$ cat src/rtl/core/moa_pkg.sv
`timescale 1ns / 1ps
// ----------------------------------------------------------------------------
// moa_pkg: shared types and codes for the memory ownership admission engine
// Request opcodes, status codes, register indexes and the control word
// passed from the update logic to the top level.
// ----------------------------------------------------------------------------
package moa_pkg;

  // Request opcodes
  typedef enum logic [1:0] {
    OP_RESERVE = 2'd0,
    OP_COMMIT  = 2'd1,
    OP_CANCEL  = 2'd2,
    OP_RELEASE = 2'd3
  } op_e;

  // Result status codes
  typedef enum logic [1:0] {
    ST_OK        = 2'd0,
    ST_REFUSED   = 2'd1,
    ST_UNDERFLOW = 2'd2,
    ST_BADKIND   = 2'd3
  } status_e;

  // Configuration register indexes
  localparam int unsigned CfgIdxWidth = 3;
  typedef enum logic [CfgIdxWidth-1:0] {
    CFG_ADMISSION_EN = 3'd0,
    CFG_TARGET_LIMIT = 3'd1,
    CFG_RESIZE_ACT   = 3'd2,
    CFG_RESIZE_TGT   = 3'd3,
    CFG_FREE_FLOOR   = 3'd4
  } cfg_idx_e;

  // Fixed field widths
  localparam int unsigned FieldWidth = 48;
  localparam int unsigned KindWidth  = 4;
  localparam int unsigned CountWidth = 32;

  // Update control word
  typedef struct packed {
    status_e status;
    logic    upd;      // state changes: write back entry and totals
    logic    refused;  // bump refusal counter
  } upd_ctl_t;

endpackage

$ cat src/rtl/core/moa_admit.sv
`timescale 1ns / 1ps
// ----------------------------------------------------------------------------
// moa_admit: reserve admission check
// Evaluates overflow, target and free-floor limits from the totals and the
// request word, and registers the verdict at accept time.
// ----------------------------------------------------------------------------
module moa_admit import moa_pkg::*; #(
  parameter int unsigned BW = 48
) (
  input  logic                  clk_i,
  input  logic                  load_i,
  input  logic [BW-1:0]         resident_i,
  input  logic [BW-1:0]         pending_i,
  input  logic [FieldWidth-1:0] bytes_i,
  input  logic                  optional_i,
  input  logic [FieldWidth-1:0] physical_free_i,
  input  logic                  admission_en_i,
  input  logic [FieldWidth-1:0] target_limit_i,
  input  logic                  resize_active_i,
  input  logic [FieldWidth-1:0] resize_target_i,
  input  logic [FieldWidth-1:0] free_floor_i,
  output logic                  refused_o
);

  // Wide enough for a three-operand sum of the widest values
  localparam int unsigned SW = ((BW > FieldWidth) ? BW : FieldWidth) + 2;

  logic [SW-1:0] sum_all;
  logic [SW-1:0] sum_floor;
  logic [SW-1:0] byte_max;
  logic [FieldWidth-1:0] target;
  logic ovf, over_tgt, over_floor;
  logic refused_d, refused_q;

  // resident + pending + bytes against the count range and the active target;
  // pending + bytes + floor against sampled free bytes
  always_comb begin
    byte_max   = SW'({BW{1'b1}});
    target     = resize_active_i ? resize_target_i : target_limit_i;
    sum_all    = SW'(resident_i) + SW'(pending_i) + SW'(bytes_i);
    sum_floor  = SW'(pending_i) + SW'(bytes_i) + SW'(free_floor_i);
    ovf        = sum_all > byte_max;
    over_tgt   = sum_all > SW'(target);
    over_floor = sum_floor > SW'(physical_free_i);
    refused_d  = ovf | (optional_i & admission_en_i & (over_tgt | over_floor));
  end

  always_ff @(posedge clk_i) begin
    if (load_i) begin
      refused_q <= refused_d;
    end
  end

  assign refused_o = refused_q;

endmodule

$ cat src/rtl/core/moa_kind_mem.sv
`timescale 1ns / 1ps
// ----------------------------------------------------------------------------
// moa_kind_mem: per-category counter memory
// One row per category holding pending and resident bytes, registered
// read. Per-row valid bits make unwritten rows read as zero.
// ----------------------------------------------------------------------------
module moa_kind_mem #(
  parameter int unsigned BW        = 48,
  parameter int unsigned NUM_KINDS = 8,
  parameter int unsigned KW        = 3
) (
  input  logic          clk_i,
  input  logic          rst_ni,
  input  logic          rd_en_i,
  input  logic [KW-1:0] rd_addr_i,
  output logic [BW-1:0] rd_pending_o,
  output logic [BW-1:0] rd_resident_o,
  input  logic          wr_en_i,
  input  logic [KW-1:0] wr_addr_i,
  input  logic [BW-1:0] wr_pending_i,
  input  logic [BW-1:0] wr_resident_i
);

  logic [BW-1:0] pend_mem [NUM_KINDS];
  logic [BW-1:0] res_mem  [NUM_KINDS];
  logic [NUM_KINDS-1:0] vld_q;
  logic [BW-1:0] pend_rd_q, res_rd_q;
  logic rd_vld_q;

  // Storage write and registered read
  always_ff @(posedge clk_i) begin
    if (wr_en_i) begin
      pend_mem[wr_addr_i] <= wr_pending_i;
      res_mem[wr_addr_i]  <= wr_resident_i;
    end
    if (rd_en_i) begin
      pend_rd_q <= pend_mem[rd_addr_i];
      res_rd_q  <= res_mem[rd_addr_i];
    end
  end

  // Row valid bits, cleared at reset
  always_ff @(posedge clk_i or negedge rst_ni) begin
    if (!rst_ni) begin
      vld_q    <= '0;
      rd_vld_q <= 1'b0;
    end else begin
      if (wr_en_i) begin
        vld_q[wr_addr_i] <= 1'b1;
      end
      if (rd_en_i) begin
        rd_vld_q <= vld_q[rd_addr_i];
      end
    end
  end

  assign rd_pending_o  = rd_vld_q ? pend_rd_q : '0;
  assign rd_resident_o = rd_vld_q ? res_rd_q  : '0;

endmodule

$ cat src/rtl/core/moa_update.sv
`timescale 1ns / 1ps
// ----------------------------------------------------------------------------
// moa_update: read-modify-write datapath
// Applies one request to the category row and the totals: underflow checks,
// new counter values and the control word for write back.
// ----------------------------------------------------------------------------
module moa_update import moa_pkg::*; #(
  parameter int unsigned BW = 48
) (
  input  op_e                   op_i,
  input  logic                  kind_ok_i,
  input  logic                  refused_i,
  input  logic [FieldWidth-1:0] bytes_i,
  input  logic [BW-1:0]         kind_pending_i,
  input  logic [BW-1:0]         kind_resident_i,
  input  logic [BW-1:0]         pending_i,
  input  logic [BW-1:0]         resident_i,
  output logic [BW-1:0]         kind_pending_o,
  output logic [BW-1:0]         kind_resident_o,
  output logic [BW-1:0]         pending_o,
  output logic [BW-1:0]         resident_o,
  output upd_ctl_t              ctl_o
);

  localparam int unsigned CW = ((BW > FieldWidth) ? BW : FieldWidth) + 1;

  logic [CW-1:0] b_w, kp_w, kr_w, pt_w, rt_w;
  logic [CW-1:0] kp_add, pt_add, kr_add, rt_add;
  logic [CW-1:0] kp_sub, pt_sub, kr_sub, rt_sub;

  always_comb begin
    b_w    = CW'(bytes_i);
    kp_w   = CW'(kind_pending_i);
    kr_w   = CW'(kind_resident_i);
    pt_w   = CW'(pending_i);
    rt_w   = CW'(resident_i);
    kp_add = kp_w + b_w;
    pt_add = pt_w + b_w;
    kr_add = kr_w + b_w;
    rt_add = rt_w + b_w;
    kp_sub = kp_w - b_w;
    pt_sub = pt_w - b_w;
    kr_sub = kr_w - b_w;
    rt_sub = rt_w - b_w;

    // default: nothing changes
    kind_pending_o  = kind_pending_i;
    kind_resident_o = kind_resident_i;
    pending_o       = pending_i;
    resident_o      = resident_i;
    ctl_o.status    = ST_OK;
    ctl_o.upd       = 1'b0;
    ctl_o.refused   = 1'b0;

    if (!kind_ok_i) begin
      ctl_o.status = ST_BADKIND;
    end else begin
      case (op_i)
        OP_RESERVE: begin
          if (refused_i) begin
            ctl_o.status  = ST_REFUSED;
            ctl_o.refused = 1'b1;
          end else begin
            ctl_o.upd      = 1'b1;
            kind_pending_o = kp_add[BW-1:0];
            pending_o      = pt_add[BW-1:0];
          end
        end
        OP_COMMIT, OP_CANCEL: begin
          if (kp_w < b_w || pt_w < b_w) begin
            ctl_o.status = ST_UNDERFLOW;
          end else begin
            ctl_o.upd      = 1'b1;
            kind_pending_o = kp_sub[BW-1:0];
            pending_o      = pt_sub[BW-1:0];
            // commit moves the bytes to resident
            if (op_i == OP_COMMIT) begin
              kind_resident_o = kr_add[BW-1:0];
              resident_o      = rt_add[BW-1:0];
            end
          end
        end
        OP_RELEASE: begin
          if (kr_w < b_w || rt_w < b_w) begin
            ctl_o.status = ST_UNDERFLOW;
          end else begin
            ctl_o.upd       = 1'b1;
            kind_resident_o = kr_sub[BW-1:0];
            resident_o      = rt_sub[BW-1:0];
          end
        end
        default: begin
          ctl_o.status = ST_OK;
        end
      endcase
    end
  end

endmodule

$ cat src/rtl/core/memory_ownership_admission_top.sv
`timescale 1ns / 1ps
// ----------------------------------------------------------------------------
// memory_ownership_admission_top: byte-ownership accounting engine
// Result word registered when the accepted request writes back. One request
// at a time (category row read, then modify and write back through the
// counter memory); a stalled output word holds the write back. Reset clears
// totals, refusal count, config and row valids.
// ----------------------------------------------------------------------------
module memory_ownership_admission_top import moa_pkg::*; #(
  parameter int unsigned NUM_KINDS  = 8,
  parameter int unsigned BYTE_WIDTH = 48
) (
  input  logic                   clk_i,
  input  logic                   rst_ni,
  // configuration write channel
  input  logic                   cfg_valid_i,
  output logic                   cfg_ready_o,
  input  logic [CfgIdxWidth-1:0] cfg_index_i,
  input  logic [FieldWidth-1:0]  cfg_data_i,
  // request channel
  input  logic                   in_valid_i,
  output logic                   in_stall_o,
  input  logic [1:0]             op_i,
  input  logic [KindWidth-1:0]   kind_i,
  input  logic [FieldWidth-1:0]  bytes_i,
  input  logic                   optional_i,
  input  logic [FieldWidth-1:0]  physical_free_i,
  // result channel
  output logic                   out_valid_o,
  input  logic                   out_stall_i,
  output logic [1:0]             status_o,
  output logic [FieldWidth-1:0]  total_resident_o,
  output logic [FieldWidth-1:0]  total_pending_o,
  output logic [CountWidth-1:0]  refusal_count_o
);

  localparam int unsigned BW = BYTE_WIDTH;
  localparam int unsigned KW = (NUM_KINDS > 1) ? $clog2(NUM_KINDS) : 1;
  localparam int unsigned CW = ((BW > FieldWidth) ? BW : FieldWidth) + 1;

  typedef enum logic [1:0] {
    S_IDLE = 2'b01,
    S_EXEC = 2'b10
  } state_e;

  state_e state_q, state_d;

  // configuration registers
  logic                  adm_en_q;
  logic [FieldWidth-1:0] target_limit_q;
  logic                  resize_act_q;
  logic [FieldWidth-1:0] resize_tgt_q;
  logic [FieldWidth-1:0] free_floor_q;

  // totals and refusal counter
  logic [BW-1:0]         resident_q, pending_q;
  logic [CountWidth-1:0] refusals_q;

  // captured request word
  op_e                   op_q;
  logic [KW-1:0]         kidx_q;
  logic                  kind_ok_q;
  logic [FieldWidth-1:0] bytes_q;

  // output register
  logic                  out_valid_q;
  status_e               status_q;
  logic [FieldWidth-1:0] tot_res_q, tot_pend_q;
  logic [CountWidth-1:0] ref_cnt_q;

  logic          in_acc, commit, refused;
  logic [BW-1:0] rd_pend, rd_res;
  logic [BW-1:0] new_kp, new_kr, new_pt, new_rt;
  logic [CW-1:0] new_pt_w, new_rt_w;
  logic [CountWidth-1:0] refusals_d;
  upd_ctl_t      ctl;

  // handshake
  assign cfg_ready_o = 1'b1;
  assign in_stall_o  = (state_q != S_IDLE);
  assign in_acc      = in_valid_i & (state_q == S_IDLE);
  assign commit      = (state_q == S_EXEC) & (~out_valid_q | ~out_stall_i);

  // sequencer: read row, then modify and write back once the output is free
  always_comb begin
    state_d = state_q;
    case (state_q)
      S_IDLE:  if (in_acc) state_d = S_EXEC;
      S_EXEC:  if (commit) state_d = S_IDLE;
      default: state_d = S_IDLE;
    endcase
  end

  always_ff @(posedge clk_i or negedge rst_ni) begin
    if (!rst_ni) begin
      state_q <= S_IDLE;
    end else begin
      state_q <= state_d;
    end
  end

  // configuration writes
  always_ff @(posedge clk_i or negedge rst_ni) begin
    if (!rst_ni) begin
      adm_en_q       <= 1'b0;
      target_limit_q <= '0;
      resize_act_q   <= 1'b0;
      resize_tgt_q   <= '0;
      free_floor_q   <= '0;
    end else if (cfg_valid_i) begin
      case (cfg_idx_e'(cfg_index_i))
        CFG_ADMISSION_EN: adm_en_q       <= cfg_data_i[0];
        CFG_TARGET_LIMIT: target_limit_q <= cfg_data_i;
        CFG_RESIZE_ACT:   resize_act_q   <= cfg_data_i[0];
        CFG_RESIZE_TGT:   resize_tgt_q   <= cfg_data_i;
        CFG_FREE_FLOOR:   free_floor_q   <= cfg_data_i;
        default: ;
      endcase
    end
  end

  // capture request word
  always_ff @(posedge clk_i) begin
    if (in_acc) begin
      op_q      <= op_e'(op_i);
      kidx_q    <= kind_i[KW-1:0];
      kind_ok_q <= ({1'b0, kind_i} < (KindWidth + 1)'(NUM_KINDS));
      bytes_q   <= bytes_i;
    end
  end

  // reserve admission verdict, evaluated against the totals at accept
  moa_admit #(
    .BW (BW)
  ) u_admit (
    .clk_i           (clk_i),
    .load_i          (in_acc),
    .resident_i      (resident_q),
    .pending_i       (pending_q),
    .bytes_i         (bytes_i),
    .optional_i      (optional_i),
    .physical_free_i (physical_free_i),
    .admission_en_i  (adm_en_q),
    .target_limit_i  (target_limit_q),
    .resize_active_i (resize_act_q),
    .resize_target_i (resize_tgt_q),
    .free_floor_i    (free_floor_q),
    .refused_o       (refused)
  );

  // per-category counters
  moa_kind_mem #(
    .BW        (BW),
    .NUM_KINDS (NUM_KINDS),
    .KW        (KW)
  ) u_kind_mem (
    .clk_i         (clk_i),
    .rst_ni        (rst_ni),
    .rd_en_i       (in_acc),
    .rd_addr_i     (kind_i[KW-1:0]),
    .rd_pending_o  (rd_pend),
    .rd_resident_o (rd_res),
    .wr_en_i       (commit & ctl.upd),
    .wr_addr_i     (kidx_q),
    .wr_pending_i  (new_kp),
    .wr_resident_i (new_kr)
  );

  moa_update #(
    .BW (BW)
  ) u_update (
    .op_i            (op_q),
    .kind_ok_i       (kind_ok_q),
    .refused_i       (refused),
    .bytes_i         (bytes_q),
    .kind_pending_i  (rd_pend),
    .kind_resident_i (rd_res),
    .pending_i       (pending_q),
    .resident_i      (resident_q),
    .kind_pending_o  (new_kp),
    .kind_resident_o (new_kr),
    .pending_o       (new_pt),
    .resident_o      (new_rt),
    .ctl_o           (ctl)
  );

  // saturating refusal count
  always_comb begin
    refusals_d = refusals_q;
    if (ctl.refused && refusals_q != {CountWidth{1'b1}}) begin
      refusals_d = refusals_q + CountWidth'(1);
    end
  end

  // totals and refusal counter
  always_ff @(posedge clk_i or negedge rst_ni) begin
    if (!rst_ni) begin
      resident_q <= '0;
      pending_q  <= '0;
      refusals_q <= '0;
    end else if (commit) begin
      resident_q <= new_rt;
      pending_q  <= new_pt;
      refusals_q <= refusals_d;
    end
  end

  // result word register
  assign new_pt_w = CW'(new_pt);
  assign new_rt_w = CW'(new_rt);

  always_ff @(posedge clk_i or negedge rst_ni) begin
    if (!rst_ni) begin
      out_valid_q <= 1'b0;
    end else if (commit) begin
      out_valid_q <= 1'b1;
    end else if (~out_stall_i) begin
      out_valid_q <= 1'b0;
    end
  end

  always_ff @(posedge clk_i) begin
    if (commit) begin
      status_q   <= ctl.status;
      tot_res_q  <= new_rt_w[FieldWidth-1:0];
      tot_pend_q <= new_pt_w[FieldWidth-1:0];
      ref_cnt_q  <= refusals_d;
    end
  end

  assign out_valid_o      = out_valid_q;
  assign status_o         = status_q;
  assign total_resident_o = tot_res_q;
  assign total_pending_o  = tot_pend_q;
  assign refusal_count_o  = ref_cnt_q;

endmodule
$ cat config.mk
export PLATFORM = sky130hd
export DESIGN_NAME = memory_ownership_admission_top
export DESIGN_NICKNAME = d
export VERILOG_FILES = /design/src/rtl/core/moa_pkg.sv /design/src/rtl/core/moa_admit.sv /design/src/rtl/core/moa_kind_mem.sv /design/src/rtl/core/moa_update.sv /design/src/rtl/core/memory_ownership_admission_top.sv
export SDC_FILE = /design/constraint.sdc
export NUM_CORES = 2
export LEC_CHECK = 0
export BUFFER_PORTS_ARGS = -buffer_cell sky130_fd_sc_hd__buf_4
export CAP_MARGIN = 40
export CELL_PAD_IN_SITES_DETAIL_PLACEMENT = 0
export CELL_PAD_IN_SITES_GLOBAL_PLACEMENT = 1
export CORE_UTILIZATION = 55
export DETAILED_ROUTE_END_ITERATION = 12
export PLACE_DENSITY = 0.88
export SYNTH_ARGS = -nofsm -noshare
export SYNTH_HDL_FRONTEND = slang
export SYNTH_HIERARCHICAL = 1
export SYNTH_SLANG_ARGS = --single-unit
$ cat constraint.sdc
create_clock -name clk_i -period 17.8 [get_ports clk_i]
set_input_delay 2.67 -clock clk_i [delete_from_list [all_inputs] [get_ports clk_i]]
set_output_delay 2.67 -clock clk_i [all_outputs]
set_load 0.01 [all_outputs]
==> reports/metrics.cfg <==
[layout]
final_cells=9659
nets=8361
syn2layout_area_growth_pct=10.9
mostFrequentLayoutCell=edfxtp_1
fillers=11800
layout_common_cells=edfxtp_1 (1,049), nand2_1 (627), ha_1 (574), a21oi_1 (567), nor2_1 (381)
drive_above_1_share=0.152
top_regs=u_kind_mem/pend_mem (384), u_kind_mem/res_mem (384)

[place]
dpl_worst_slack_ns=8.94
io_buffers=290
dpl.hpwl_um=193000
place_inst=9390
gp_congestion=0.997

[clock_tree]
ctsResizeCount=0
cts.sinks=1335
tritoncts=done
cts-root-buf=clkbuf_16
clock_latency_ns=0.82
postCtsHoldBufs=0
numCtsBuffers=140
cts.htree.levels=4
cts_buffer_depth=3
path_clk_slew_ns=0.06
cts_setup_buffers=0

[critical_path]
crit_arrival_ns=8.83
reg2reg_depth=18
crit_path_max_incr_delay_ns=0.59
rr_startpoint=u_kind_mem/rd_vld_q$_DFFE_PN0P_
cp-start-kind=input port
r2r_end=u_kind_mem/pend_mem[7][19]$_DFFE_PP_
cp.required_ns=18.31
setup.worst_path.end_class=register
cp-startpoint=bytes_i[1]
cp_max_fo=4
r2r_slack_ns=9.49
crit_end=u_admit/refused_o$_DFFE_PP_
cp_slowest_cell=ha_1
path_class=in -> reg

[logic_synthesis]
synth.top_cells.by_area=edfxtp_1 (38%), ha_1 (8.6%), dfrtp_1 (8.5%)
syn-cell-area_mm2=0.0836
async_reset_ff_frac=0.214
syn_nets=8188
syn_avg_cell_area_um2=11.4
ys_types=100
synth_area_leader_cell=edfxtp_1
synth_top_area_share=0.377
ys_ff_latch=1335
synth_top_flop_cell=edfxtp_1
yosysSeqAreaShare=0.462
ys_warn_count=6
synth_edf_count=1049
syn_inst=7349

[timing]
hold_viol=0
worstMarginPinSlew_ns=1.15
rsz0062_at_grt=no
period_needed_ns=8.31
setup_ws_ns=9.49
timing.slew.headroom=0.233
fin_tns_setup_ns=0
slew_viol_final=0
clock_skew_ns=0.0534
min_period_over_period=0.467
clock.fmax_mhz=120
whs_ns=0.468
setup_viol_count_final=0

[floorplanning]
core_mm2=0.150
row_count=142
die_w_um=392
start_util=0.556
die_area_mm2=0.154
die_height_um=392
pin_count=292

[worst_hold_path]
hold_class=reg -> reg

[grt]
antenna_found_initial=7
grt_first_pass_wirelength_um=398000
grt_overflow=0
grt_pass1_vias=63200
grt_usage=0.348
grt_max_degree=104

[route]
via_count=65600
drt_iter0_drc=7908
wl_um=271000
drc=0
routed_via_density=6.79
dr.pass1.iters=8
routedWlPerCell_um=28.0
drtAntennaViolNets=0

[status]
status=completed

[power]
leakagePower_nw=37.1
p_per_area_mw_per_mm2=131
total_power_w=0.0122
ir_drop_uv=127

[job]
drv_cap=0

per-layer routing:
| layer | wire, um | vias to the layer above | track usage |
|---|---|---|---|
| met5 | 12 | - | 0 |
| met4 | 11100 | 2 | 0.137 |
| li1 | - | 28500 | - |
| met3 | 27500 | 614 | 0.0608 |
| met2 | 121000 | 3936 | 0.531 |
| met1 | 112000 | 32600 | 0.493 |
synthesized netlist by cell type, types with 38 or more instances:
library cell	number
edfxtp_1	1049
o21bai_1	127
a211oi_1	38
a21o_1	171
and3_1	45
nand4_1	92
o21ai_0	288
dfrtp_1	285
o221ai_1	86
nor3_1	118
a221o_1	85
mux4_2	193
fa_1	106
o21a_1	41
nand3_1	96
a22o_1	54
and2_1	123
a31oi_1	43
xor2_1	84
nand2b_1	63
a21oi_1	567
nand2_1	629
nor4_1	66
a221oi_1	40
mux2_2	248
nor2b_1	58
o211ai_1	60
ha_1	574
a32o_1	63
clkbuf_1	297
mux2i_1	60
inv_1	339
o31ai_1	95
nor2_1	392
xnor2_1	142
critical path: cells and delay by family:
kind / cells / cell delay, ns
AOI/OAI and AO/OA: 10 / 2.36
and+or+nand+nor: 7 / 1.67
adders and majority gates: 4 / 1.72
xor gates and xnor gates: 1 / 0.12
buffers and inverters: 3 / 0.27
cell type report:
class	instances	area, um2	area share
antenna	2	5.00	0.0000540
clock buffer	175	3710	0.0400
clock inverter	86	1100	0.0118
inverter	347	1310	0.0141
multi-input combinational	5291	42200	0.455
sequential	1335	38700	0.417
tap	2016	2520	0.0272
timing repair buffer	407	3230	0.0349
logic make-up (layout without fill, tap and decap cells):
kind of cell	after synthesis	count (layout)	synth area share
buffers and inverters	723	1015	0.0347
DFF	1335	1335	0.462
other	1	3	0.0000449
AOI/OAI and AO/OA	2076	2076	0.172
xor gates and xnor gates	226	226	0.0237
adders and majority gates	680	680	0.111
muxes	502	502	0.0928
and+or+nand+nor	1806	1806	0.103
worst min path at each step:
stage,cells after the start,from,to
finish,1,u_kind_mem/vld_q[1]$_DFFE_PN0P_,u_kind_mem/vld_q[1]$_DFFE_PN0P_
detailed placement,1,u_kind_mem/vld_q[4]$_DFFE_PN0P_,u_kind_mem/vld_q[4]$_DFFE_PN0P_
global route,1,u_kind_mem/vld_q[4]$_DFFE_PN0P_,u_kind_mem/vld_q[4]$_DFFE_PN0P_
floorplan,1,u_kind_mem/vld_q[0]$_DFFE_PN0P_,u_kind_mem/vld_q[0]$_DFFE_PN0P_
global placement,1,u_kind_mem/vld_q[1]$_DFFE_PN0P_,u_kind_mem/vld_q[1]$_DFFE_PN0P_
CTS,1,u_kind_mem/vld_q[0]$_DFFE_PN0P_,u_kind_mem/vld_q[0]$_DFFE_PN0P_
metrics by stage:
| stage | util | area, um2 |
|---|---|---|
| 3_3_place_gp | 0.582 | 87500 |
| 5_1_grt | 0.617 | 92800 |
| 2_1_floorplan | - | 83600 |
| 4_1_cts | 0.617 | 92700 |
| 3_5_place_dp | 0.585 | 87900 |
| 6_report | 0.617 | 92800 |
power breakdown:
group	switching, W	internal [W]	leakage, nW
logic	0.00314	0.00205	21.5
registers	0.000318	0.00365	13.3
clock network	0.00131	0.00173	2.30
No activity file was read; power rests on OpenSTA's default activity.
